**src/hdl/kps_pkg.sv**
```systemverilog
// ---------------------------------------------------------------------------
// kps_pkg
// Shared types, constants and helpers of the matrix keypad scanner core.
// ---------------------------------------------------------------------------
`default_nettype none

package kps_pkg;

	localparam int ROWS       = 4;
	localparam int COLS       = 4;
	localparam int MAX_RES    = 4;
	localparam int NUM_KEYS   = ROWS * COLS;
	localparam int NUM_BANKS  = MAX_RES;
	localparam int BANK_DEPTH = NUM_KEYS / NUM_BANKS;

	localparam int CNT_W  = 3;
	localparam int ROW_W  = 2;
	localparam int KEY_W  = 4;
	localparam int LANE_W = 2;
	localparam int BADR_W = 2;
	localparam int TIME_W = 32;
	localparam int MS_W   = 16;
	localparam int CFG_IDX_W = 8;
	localparam int CFG_DAT_W = 16;

	localparam logic [MS_W-1:0] SCAN_PERIOD_RST = 16'd50;
	localparam logic [MS_W-1:0] HOLD_TIME_RST   = 16'd2000;
	localparam logic [CNT_W-1:0] ROWS_RST = 3'd4;
	localparam logic [CNT_W-1:0] COLS_RST = 3'd4;

	localparam logic [3:0] DRIVE_IDLE = 4'hF;
	localparam logic [3:0] DRIVE_ROW0 = 4'hE;

	localparam logic [CFG_IDX_W-1:0] CFG_SCAN_PERIOD = 8'd0;
	localparam logic [CFG_IDX_W-1:0] CFG_HOLD_TIME   = 8'd1;
	localparam logic [CFG_IDX_W-1:0] CFG_ROWS        = 8'd2;
	localparam logic [CFG_IDX_W-1:0] CFG_COLS        = 8'd3;

	typedef enum logic [1:0] {
		KS_FREE     = 2'd0,
		KS_PRESSED  = 2'd1,
		KS_HOLD     = 2'd2,
		KS_RELEASED = 2'd3
	} key_state_t;

	typedef struct packed {
		key_state_t         st;
		logic               lvl;
		logic [TIME_W-1:0]  deadline;
	} key_rec_t;

	typedef struct packed {
		logic [3:0]       row_drive;
		logic             event_valid;
		logic [KEY_W-1:0] key_number;
		key_state_t       prior_state;
		key_state_t       next_state;
		logic             scan_changed;
		logic             last_of_run;
	} result_t;

	// 0 counts as 1, anything above hi saturates
	function automatic logic [CNT_W-1:0] clamp_count(input logic [CNT_W-1:0] v,
	                                                 input logic [CNT_W-1:0] hi);
		logic [CNT_W-1:0] r;
		r = v;
		if (v == '0)
			r = CNT_W'(1);
		else if (v > hi)
			r = hi;
		return r;
	endfunction

endpackage

`default_nettype wire

```
**src/hdl/kps_key_bank.sv**
```systemverilog
// ---------------------------------------------------------------------------
// kps_key_bank
// One bank of key records (state, last level, hold deadline); keys whose
// index has the same two low bits share a bank.
// ---------------------------------------------------------------------------
`default_nettype none

module kps_key_bank (
	input  wire logic                       clk,
	input  wire logic                       arst_n,
	input  wire logic [kps_pkg::BADR_W-1:0] rd_addr,
	output kps_pkg::key_rec_t               rd_data,
	input  wire logic                       wr_en,
	input  wire logic [kps_pkg::BADR_W-1:0] wr_addr,
	input  kps_pkg::key_rec_t               wr_data
);
	import kps_pkg::*;

	key_rec_t rec_q [BANK_DEPTH];

	always_ff @(posedge clk or negedge arst_n) begin
		if (!arst_n) begin
			for (int i = 0; i < BANK_DEPTH; i++) begin
				rec_q[i].st       <= KS_FREE;
				rec_q[i].lvl      <= 1'b1;
				rec_q[i].deadline <= '0;
			end
		end else if (wr_en) begin
			rec_q[wr_addr] <= wr_data;
		end
	end

	assign rd_data = rec_q[rd_addr];

endmodule

`default_nettype wire

```
**src/hdl/kps_key_fsm.sv**
```systemverilog
// ---------------------------------------------------------------------------
// kps_key_fsm
// Next-state logic of one key: free, pressed, hold, released.
// ---------------------------------------------------------------------------
`default_nettype none

module kps_key_fsm (
	input  kps_pkg::key_rec_t                cur,
	input  wire logic                        level,
	input  wire logic [kps_pkg::TIME_W-1:0]  now,
	input  wire logic [kps_pkg::MS_W-1:0]    hold_time,
	output kps_pkg::key_rec_t                nxt,
	output logic                             changed
);
	import kps_pkg::*;

	logic              same;
	logic [TIME_W-1:0] since;
	logic              past_due;
	key_state_t        ns;

	assign same     = (cur.lvl == level);
	assign since    = now - cur.deadline;
	// wrap-safe: difference positive as a signed value
	assign past_due = (since != '0) && !since[TIME_W-1];

	always_comb begin
		ns = cur.st;
		unique case (cur.st)
			KS_FREE:     ns = same ? KS_FREE : KS_PRESSED;
			KS_PRESSED:  ns = !same ? KS_RELEASED : (past_due ? KS_HOLD : KS_PRESSED);
			KS_HOLD:     ns = same ? KS_HOLD : KS_RELEASED;
			KS_RELEASED: ns = same ? KS_FREE : KS_PRESSED;
			default:     ns = KS_FREE;
		endcase
	end

	always_comb begin
		nxt.st       = ns;
		nxt.lvl      = level;
		nxt.deadline = cur.deadline;
		if (ns == KS_PRESSED && cur.st != KS_PRESSED)
			nxt.deadline = now + {{(TIME_W-MS_W){1'b0}}, hold_time};
	end

	assign changed = (ns != cur.st);

endmodule

`default_nettype wire

```
**src/hdl/kps_out_buf.sv**
```systemverilog
// ---------------------------------------------------------------------------
// kps_out_buf
// Result buffer: loads all results of one tick at once and hands them out
// one transaction per cycle while out_ready is high.
// ---------------------------------------------------------------------------
`default_nettype none

module kps_out_buf (
	input  wire logic                      clk,
	input  wire logic                      arst_n,
	input  wire logic                      load,
	input  wire logic [kps_pkg::CNT_W-1:0] load_cnt,
	input  kps_pkg::result_t               load_res [kps_pkg::MAX_RES],
	output logic                           load_ok,
	output logic                           out_valid,
	input  wire logic                      out_ready,
	output kps_pkg::result_t               out_res
);
	import kps_pkg::*;

	result_t           ent_q [MAX_RES];
	logic [CNT_W-1:0]  cnt_q;
	logic [LANE_W-1:0] ptr_q;
	logic              fire;

	assign out_valid = (cnt_q != '0);
	assign fire      = out_valid && out_ready;
	assign load_ok   = (cnt_q == '0) || ((cnt_q == CNT_W'(1)) && out_ready);
	assign out_res   = ent_q[ptr_q];

	always_ff @(posedge clk or negedge arst_n) begin
		if (!arst_n) begin
			cnt_q <= '0;
			ptr_q <= '0;
		end else if (load) begin
			cnt_q <= load_cnt;
			ptr_q <= '0;
		end else if (fire) begin
			cnt_q <= cnt_q - CNT_W'(1);
			ptr_q <= ptr_q + LANE_W'(1);
		end
	end

	always_ff @(posedge clk) begin
		if (load)
			ent_q <= load_res;
	end

endmodule

`default_nettype wire

```
**src/hdl/matrix_keypad_scanner_core.sv**
```systemverilog
// ---------------------------------------------------------------------------
// matrix_keypad_scanner_core
// Matrix keypad scanner with per-key press, hold and release detection.
// ---------------------------------------------------------------------------
// Each input transaction is one millisecond tick carrying the active-low
// column levels of the row driven low after the previous tick. A tick is
// taken into an input register and processed against the key records, which
// sit in four banks so that the up to four keys of a row are read and updated
// together. Its results go to a buffer that emits one transaction per cycle
// while the output is ready: a scanned row gives cols_in_use results (1 to 4),
// any other tick one empty result. The output port sets the rate; a new tick
// waits in the input register while the buffer drains and is processed as the
// last result leaves. Key records reset directly; there is no clearing pass.
`default_nettype none

module matrix_keypad_scanner_core (
	input  wire logic                          clk,
	input  wire logic                          arst_n,
	// configuration write channel
	input  wire logic                          cfg_valid,
	output logic                               cfg_ready,
	input  wire logic [kps_pkg::CFG_IDX_W-1:0] cfg_index,
	input  wire logic [kps_pkg::CFG_DAT_W-1:0] cfg_data,
	// ticks in
	input  wire logic                          s_axis_tvalid,
	output logic                               s_axis_tready,
	input  wire logic [7:0]                    s_axis_tdata,  // [3:0] col_levels
	// results out
	output logic                               m_axis_tvalid,
	input  wire logic                          m_axis_tready,
	// [3:0] row_drive, [4] event_valid, [8:5] key_number, [10:9] prior_state,
	// [12:11] next_state, [13] scan_changed, [15:14] zero
	output logic [15:0]                        m_axis_tdata,
	output logic                               m_axis_tlast   // last_of_run
);
	import kps_pkg::*;

	// configuration
	logic [MS_W-1:0]   scan_period_q;
	logic [MS_W-1:0]   hold_time_q;
	logic [CNT_W-1:0]  rows_q;
	logic [CNT_W-1:0]  cols_q;

	// scan state
	logic [TIME_W-1:0] now_q;
	logic [TIME_W-1:0] last_scan_q;
	logic [ROW_W-1:0]  row_q;
	logic              scan_active_q;
	logic              change_seen_q;

	// input register
	logic              valid_s1;
	logic [3:0]        levels_s1;

	logic              in_fire;
	logic              proceed;
	logic              buf_ok;

	logic [CNT_W-1:0]  re;
	logic [CNT_W-1:0]  ce;
	logic              scan_start;
	logic              row_done;
	logic              do_row;
	logic [CNT_W-1:0]  row_next;
	logic [KEY_W-1:0]  base;
	logic [3:0]        drive_row;

	key_rec_t          rd_rec  [NUM_BANKS];
	key_rec_t          new_rec [NUM_BANKS];
	logic              bank_ev [NUM_BANKS];
	logic [LANE_W-1:0] bank_lane [NUM_BANKS];
	logic [KEY_W-1:0]  bank_idx  [NUM_BANKS];
	logic              bank_we   [NUM_BANKS];

	result_t           res     [MAX_RES];
	logic [CNT_W-1:0]  res_cnt;
	logic              any_ev;
	result_t           out_res;

	assign cfg_ready = 1'b1;

	always_ff @(posedge clk or negedge arst_n) begin
		if (!arst_n) begin
			scan_period_q <= SCAN_PERIOD_RST;
			hold_time_q   <= HOLD_TIME_RST;
			rows_q        <= ROWS_RST;
			cols_q        <= COLS_RST;
		end else if (cfg_valid) begin
			unique case (cfg_index)
				CFG_SCAN_PERIOD: scan_period_q <= cfg_data;
				CFG_HOLD_TIME:   hold_time_q   <= cfg_data;
				CFG_ROWS:        rows_q        <= cfg_data[CNT_W-1:0];
				CFG_COLS:        cols_q        <= cfg_data[CNT_W-1:0];
				default: ;
			endcase
		end
	end

	// input register
	assign in_fire       = s_axis_tvalid && s_axis_tready;
	assign proceed       = valid_s1 && buf_ok;
	assign s_axis_tready = !valid_s1 || proceed;

	always_ff @(posedge clk or negedge arst_n) begin
		if (!arst_n)
			valid_s1 <= 1'b0;
		else if (in_fire)
			valid_s1 <= 1'b1;
		else if (proceed)
			valid_s1 <= 1'b0;
	end

	always_ff @(posedge clk) begin
		if (in_fire)
			levels_s1 <= s_axis_tdata[3:0];
	end

	// scan control
	assign re         = clamp_count(rows_q, CNT_W'(ROWS));
	assign ce         = clamp_count(clamp_count(cols_q, CNT_W'(COLS)), CNT_W'(MAX_RES));
	assign scan_start = !scan_active_q &&
	                    ((now_q - last_scan_q) >= {{(TIME_W-MS_W){1'b0}}, scan_period_q});
	assign do_row     = scan_active_q && ({1'b0, row_q} < re);
	assign row_next   = {1'b0, row_q} + CNT_W'(1);
	assign row_done   = scan_active_q && (row_next >= re);
	assign base       = KEY_W'(row_q) * KEY_W'(ce);
	assign drive_row  = row_done ? DRIVE_IDLE : ~(4'b0001 << row_next[ROW_W-1:0]);

	always_ff @(posedge clk or negedge arst_n) begin
		if (!arst_n) begin
			now_q         <= '0;
			last_scan_q   <= '0;
			row_q         <= '0;
			scan_active_q <= 1'b0;
			change_seen_q <= 1'b0;
		end else if (proceed) begin
			now_q <= now_q + TIME_W'(1);
			if (!scan_active_q) begin
				if (scan_start) begin
					scan_active_q <= 1'b1;
					row_q         <= '0;
					change_seen_q <= 1'b0;
				end
			end else if (row_done) begin
				// also covers a row count shrunk below the current row
				scan_active_q <= 1'b0;
				last_scan_q   <= now_q;
				row_q         <= '0;
				if (do_row && any_ev)
					change_seen_q <= 1'b1;
			end else begin
				row_q <= row_next[ROW_W-1:0];
				if (any_ev)
					change_seen_q <= 1'b1;
			end
		end
	end

	// key banks: the keys of one row are consecutive, so each hits its own bank
	for (genvar b = 0; b < NUM_BANKS; b++) begin : g_bank
		assign bank_lane[b] = LANE_W'(b) - base[LANE_W-1:0];
		assign bank_idx[b]  = base + KEY_W'(bank_lane[b]);
		assign bank_we[b]   = proceed && do_row && ({1'b0, bank_lane[b]} < ce);

		kps_key_bank u_bank (
			.clk     (clk),
			.arst_n  (arst_n),
			.rd_addr (bank_idx[b][KEY_W-1:LANE_W]),
			.rd_data (rd_rec[b]),
			.wr_en   (bank_we[b]),
			.wr_addr (bank_idx[b][KEY_W-1:LANE_W]),
			.wr_data (new_rec[b])
		);

		kps_key_fsm u_fsm (
			.cur       (rd_rec[b]),
			.level     (levels_s1[bank_lane[b]]),
			.now       (now_q),
			.hold_time (hold_time_q),
			.nxt       (new_rec[b]),
			.changed   (bank_ev[b])
		);
	end

	// gather per-column results in column order
	always_comb begin
		logic [LANE_W-1:0] sel;
		logic              acc;
		acc    = change_seen_q;
		any_ev = 1'b0;
		for (int j = 0; j < MAX_RES; j++) begin
			sel = base[LANE_W-1:0] + LANE_W'(j);
			if (do_row) begin
				if (CNT_W'(j) < ce) begin
					acc    = acc | bank_ev[sel];
					any_ev = any_ev | bank_ev[sel];
				end
				res[j].row_drive    = drive_row;
				res[j].event_valid  = bank_ev[sel];
				res[j].key_number   = bank_idx[sel];
				res[j].prior_state  = rd_rec[sel].st;
				res[j].next_state   = new_rec[sel].st;
				res[j].scan_changed = acc;
				res[j].last_of_run  = (CNT_W'(j + 1) == ce);
			end else begin
				res[j].row_drive    = (scan_start) ? DRIVE_ROW0 : DRIVE_IDLE;
				res[j].event_valid  = 1'b0;
				res[j].key_number   = '0;
				res[j].prior_state  = KS_FREE;
				res[j].next_state   = KS_FREE;
				res[j].scan_changed = scan_start ? 1'b0 : change_seen_q;
				res[j].last_of_run  = 1'b1;
			end
		end
		res_cnt = do_row ? ce : CNT_W'(1);
	end

	kps_out_buf u_out (
		.clk       (clk),
		.arst_n    (arst_n),
		.load      (proceed),
		.load_cnt  (res_cnt),
		.load_res  (res),
		.load_ok   (buf_ok),
		.out_valid (m_axis_tvalid),
		.out_ready (m_axis_tready),
		.out_res   (out_res)
	);

	assign m_axis_tdata = {2'b00, out_res.scan_changed, out_res.next_state,
	                       out_res.prior_state, out_res.key_number,
	                       out_res.event_valid, out_res.row_drive};
	assign m_axis_tlast = out_res.last_of_run;

	// a processed tick always leaves something to send
	a_tick_gives_result: assert property (@(posedge clk) disable iff (!arst_n)
		proceed |=> m_axis_tvalid)
		else $error("processed tick left no result");

	// a run is not cut short before its last transaction
	a_run_continues: assert property (@(posedge clk) disable iff (!arst_n)
		(m_axis_tvalid && m_axis_tready && !m_axis_tlast) |=> m_axis_tvalid)
		else $error("result run broken before last");

	// the row pointer parks at zero while no scan is running
	a_idle_row_zero: assert property (@(posedge clk) disable iff (!arst_n)
		!scan_active_q |-> (row_q == '0))
		else $error("row pointer not parked while idle");

	// time only moves when a tick is processed
	a_now_steps: assert property (@(posedge clk) disable iff (!arst_n)
		!proceed |=> $stable(now_q))
		else $error("tick counter moved without a tick");

endmodule

`default_nettype wire
```
**config.mk**
```make
export PLATFORM = sky130hd
export DESIGN_NAME = matrix_keypad_scanner_core
export DESIGN_NICKNAME = d
export VERILOG_FILES = /design/src/hdl/kps_pkg.sv /design/src/hdl/kps_key_bank.sv /design/src/hdl/kps_key_fsm.sv /design/src/hdl/kps_out_buf.sv /design/src/hdl/matrix_keypad_scanner_core.sv
export SDC_FILE = /design/constraint.sdc
export NUM_CORES = 2
export LEC_CHECK = 0
export ABC_AREA = 1
export BUFFER_PORTS_ARGS = -buffer_cell sky130_fd_sc_hd__buf_2
export CAP_MARGIN = 30
export CORE_MARGIN = 3
export CORE_UTILIZATION = 45
export CTS_CLUSTER_DIAMETER = 120
export DETAILED_ROUTE_END_ITERATION = 10
export GPL_ROUTABILITY_DRIVEN = 0
export PLACE_DENSITY = 0.61
export SLEW_MARGIN = 20
export SYNTH_ARGS = -nofsm -noshare
export SYNTH_HDL_FRONTEND = slang
export SYNTH_SLANG_ARGS = --single-unit
```
**constraint.sdc**
```tcl
create_clock -name clk -period 6.2 [get_ports clk]
set_input_delay 0.93 -clock clk [delete_from_list [all_inputs] [get_ports clk]]
set_output_delay 0.93 -clock clk [all_outputs]
set_load 0.01 [all_outputs]
```
==> impl_metrics.py <==
metrics = {
    "run_status": {
        "status": "completed",
    },
    "finish": {
        "instances_no_fill": 8723,
        "seqCellArea_sq_mm": 0.01835,
        "syn2layout_area_growth_pct": 25.30,
        "multi_input_area_sq_mm": 0.02729,
        "drive_above_1_share": 0.1984,
        "layout_commonest_cell": "nand2_1",
        "fillers": 9728,
        "final_cell_mix": "nand2_1 (2337), inv_1 (1000), dfrtp_1 (644)",
        "num-nets-final": 7537,
    },
    "placement": {
        "dpl.hpwl_mm": 121.5,
        "dpl.cell_count": 8494,
        "io_buffers": 49,
    },
    "job": {
        "max-cap-violations": 0,
    },
    "clock_network": {
        "root_buffer": "clkbuf_16",
        "cts_hold_buffers": 0,
        "clockBufferDepth": 3,
        "cts_buffers": 85,
        "clock_sinks": 722,
        "clkLatencyLatePin_ns": 0.69,
        "cts_tree": "yes",
        "clk_pin_slew_worst_paths_ns": 0.06,
        "h-tree-depth": 3,
    },
    "logic_synthesis": {
        "synthAdderAreaFrac": 0.06108,
        "seq_area_frac_synth": 0.3858,
        "synthesis.area_sq_mm": 0.04756,
        "syn_avg_cell_area_sq_um": 7.003,
        "synth_xor_area_frac": 0.02283,
        "synth-edff-count": 50,
        "muxShareOfSynthArea": 0.0007892,
        "yosys_warnings": 0,
        "synth_compound_area_frac": 0.1431,
        "synth_ff_type": "dfrtp_1",
        "synth_seq_cells": 722,
        "async_reset_ff_frac": 0.9307,
        "synth_top_family_by_area": "simple AND/OR/NAND/NOR gates",
        "synth_cell_types": 73,
        "synth_simple_gate_area_frac": 0.2812,
        "syn_inst": 6792,
    },
    "critical_path": {
        "critPathCapture": "u_out.ent_q[1]$_DFFE_PP_",
        "ff2ff_path_depth": 45,
        "cpMaxStageDelayCell": "fa_1",
        "crit_path_start_kind": "register",
        "crit_path_start": "cols_q[1]$_DFFE_PN0P_",
        "crit_type": "register to register",
        "timing.critical_path.mode_cell": "nand2_1",
        "cp_max_fo": 7,
        "endpoint_kind": "register",
        "timing.rr.start": "cols_q[1]$_DFFE_PN0P_",
        "crit_required_ns": 6.60,
        "r2r_end": "u_out.ent_q[1]$_DFFE_PP_",
        "max_stage_delay_ns": 0.53,
        "cp.arrival_ns": 6.58,
        "reg2reg_slack_ns": 0.02,
    },
    "floorplan": {
        "start_util": 0.4563,
        "io_pins": 57,
        "core_region_area_sq_mm": 0.1042,
        "dieArea_sq_mm": 0.1096,
        "die_y_microns": 331.1,
        "die_w_microns": 331.1,
        "rows": 118,
    },
    "drt": {
        "drtIter0Drc": 4664,
        "avgRoutedWirePerCell_microns": 19.70,
        "totalWireLength_mm": 171.8,
        "drtPass1Iterations": 8,
        "ant_nets": 0,
        "vias_per_cell": 5.355,
        "drc": 0,
        "vias": 46714,
    },
    "timing": {
        "setup_violations": 0,
        "tns_ns": 0,
        "fmax_mhz": 161.8,
        "relSlewSlack": 0.1932,
        "rsz0062_at_grt": "yes",
        "skew_ns": 0.03300,
        "period_share": 0.9970,
        "drv_slew": 0,
        "worst_slew_pin_slew_ns": 1.210,
        "min_period_ns": 6.181,
        "hold_viol": 0,
    },
    "pwr": {
        "power.ir.vdd_worst_mv": 0.3846,
        "leakage_uw": 0.03026,
        "powerDensity_mw_per_mm2": 426.4,
    },
    "worst_hold_path": {
        "hp-class": "input pin to async pin",
    },
    "global_routing": {
        "grt_pass1_wl_mm": 255.9,
        "antenna_found_initial": 10,
        "grt_max_degree": 177,
        "grt_overflow": 0,
        "grt_pass1_vias": 42865,
        "track_usage": 0.3047,
    },
}
-- sequential cells by signal, indices dropped and copies added, names as in the netlist --
register and count:
u_out.cnt_q 3, u_out.ent_q 46, levels_s1 4, valid_s1 1
scan_period_q 16, hold_time_q 16, now_q 32, u_out.ptr_q 2
cols_q 3, scan_active_q 1, change_seen_q 1, rows_q 3
row_q 2, last_scan_q 32, g_bank.u_bank.rec_q 560
-- Yosys cell counts (9+ instances only) --
cell type | n | area [sq um]
o21ai_2 | 55 | 481.7
a21oi_1 | 153 | 765.7
edfxtp_1 | 50 | 1501
buf_2 | 19 | 95.09
o22ai_1 | 34 | 212.7
ha_1 | 221 | 2765
nand4_1 | 61 | 381.6
inv_1 | 1048 | 3934
nand3_1 | 238 | 1191
o21bai_1 | 12 | 90.09
nand2_2 | 20 | 125.1
o221ai_1 | 91 | 797.0
buf_4 | 12 | 90.09
nand2_1 | 2449 | 9193
dfstp_2 | 27 | 709.4
dfrtp_1 | 645 | 16140
inv_2 | 18 | 67.56
o21ai_0 | 505 | 2527
buf_1 | 22 | 82.58
nor2_1 | 401 | 1505
a22oi_1 | 104 | 780.8
nand2_4 | 14 | 157.7
and2_1 | 9 | 56.30
a31oi_1 | 9 | 56.30
xor2_1 | 96 | 840.8
xnor2_1 | 28 | 245.2
nor3_1 | 41 | 205.2
o311ai_0 | 28 | 245.2
clkbuf_1 | 164 | 615.6
o21ai_1 | 104 | 520.5
-- where the power goes --
| group | internal (uW) | leakage, uW | switching, uW |
|---|---|---|---|
| Combinational | 5550 | 0.0204 | 8860 |
| Clock | 3030 | 0.00141 | 2150 |
| Sequential | 5470 | 0.00844 | 350 |
| Total | 14000 | 0.0303 | 11400 |
-- stage by stage --
| step | power [uW] | setup WS (ns) | utilization | area [sq um] | hold slack [ns] |
|---|---|---|---|---|---|
| final | 25420 | 0.01886 | 0.5718 | 59600 | 0.3031 |
| after global placement | 18320 | -0.1264 | 0.5064 | 52790 | 0.4489 |
| after CTS | 24170 | 0.006982 | 0.5457 | 56880 | 0.3103 |
| after global routing | 27170 | -0.2855 | 0.5717 | 59590 | 0.3442 |
| after detailed placement | 18500 | -0.2142 | 0.5082 | 52980 | 0.4550 |
| after floorplan | 13820 | 0.07248 | - | 47570 | 0.4438 |
-- routing by layer --
layer  track usage  share of wire  vias to the layer above
li1              -              -                    22538
met1        0.4235           0.43                    22127
met2        0.4729           0.44                     1686
met3       0.04793          0.081                      359
met4        0.1277          0.050                        4
met5             0        0.00015                        -
-- layout make-up --
cell class / count / share of cell area
diodes: 1 / 0.00004199
clock buffers: 124 / 0.04134
clock inverters: 33 / 0.006718
inverters: 1074 / 0.06834
multi-input cells: 4774 / 0.4578
flip-flops and latches: 722 / 0.3079
well taps: 1380 / 0.02897
repair buffers: 615 / 0.08881
-- cell families after synthesis --
logic type                 count (synthesis)
and+or+nand+nor                         3285
buffers and inverters                   1297
AOI/OAI and AO/OA                       1131
DFF                                      722
adders and majority gates                228
xor gates and xnor gates                 124
muxes                                      3
other                                      2
-- critical path: cells and delay by family, from the launching register on --
family          cells  cell delay (ns)
simple gates       27             2.73
buf+inv            12             1.17
compound gates      2             0.37
flops               1             0.40
fa+ha+maj           4             1.14
-- worst min-delay path by stage --
stage	startpoint	endpoint	cells past startpoint
6_report	arst_n	g_bank[3].u_bank.rec_q[44]$_DFFE_PN0P_	1
5_1_grt	arst_n	g_bank[3].u_bank.rec_q[44]$_DFFE_PN0P_	1
4_1_cts	arst_n	g_bank[3].u_bank.rec_q[79]$_DFFE_PN0P_	1
3_5_place_dp	g_bank[3].u_bank.rec_q[137]$_DFFE_PN1P_	g_bank[3].u_bank.rec_q[137]$_DFFE_PN1P_	2
3_3_place_gp	g_bank[3].u_bank.rec_q[137]$_DFFE_PN1P_	g_bank[3].u_bank.rec_q[137]$_DFFE_PN1P_	2
2_1_floorplan	g_bank[3].u_bank.rec_q[137]$_DFFE_PN1P_	g_bank[3].u_bank.rec_q[137]$_DFFE_PN1P_	2
-- what timing repair did --
item                                    CTS  global route
cloned                                    3             6
resized for setup                       152           465
endpoints found under the setup margin  169           401
setup buffers                            11            48
pin swaps                                17            97
No activity file was read; power rests on OpenSTA's default activity.
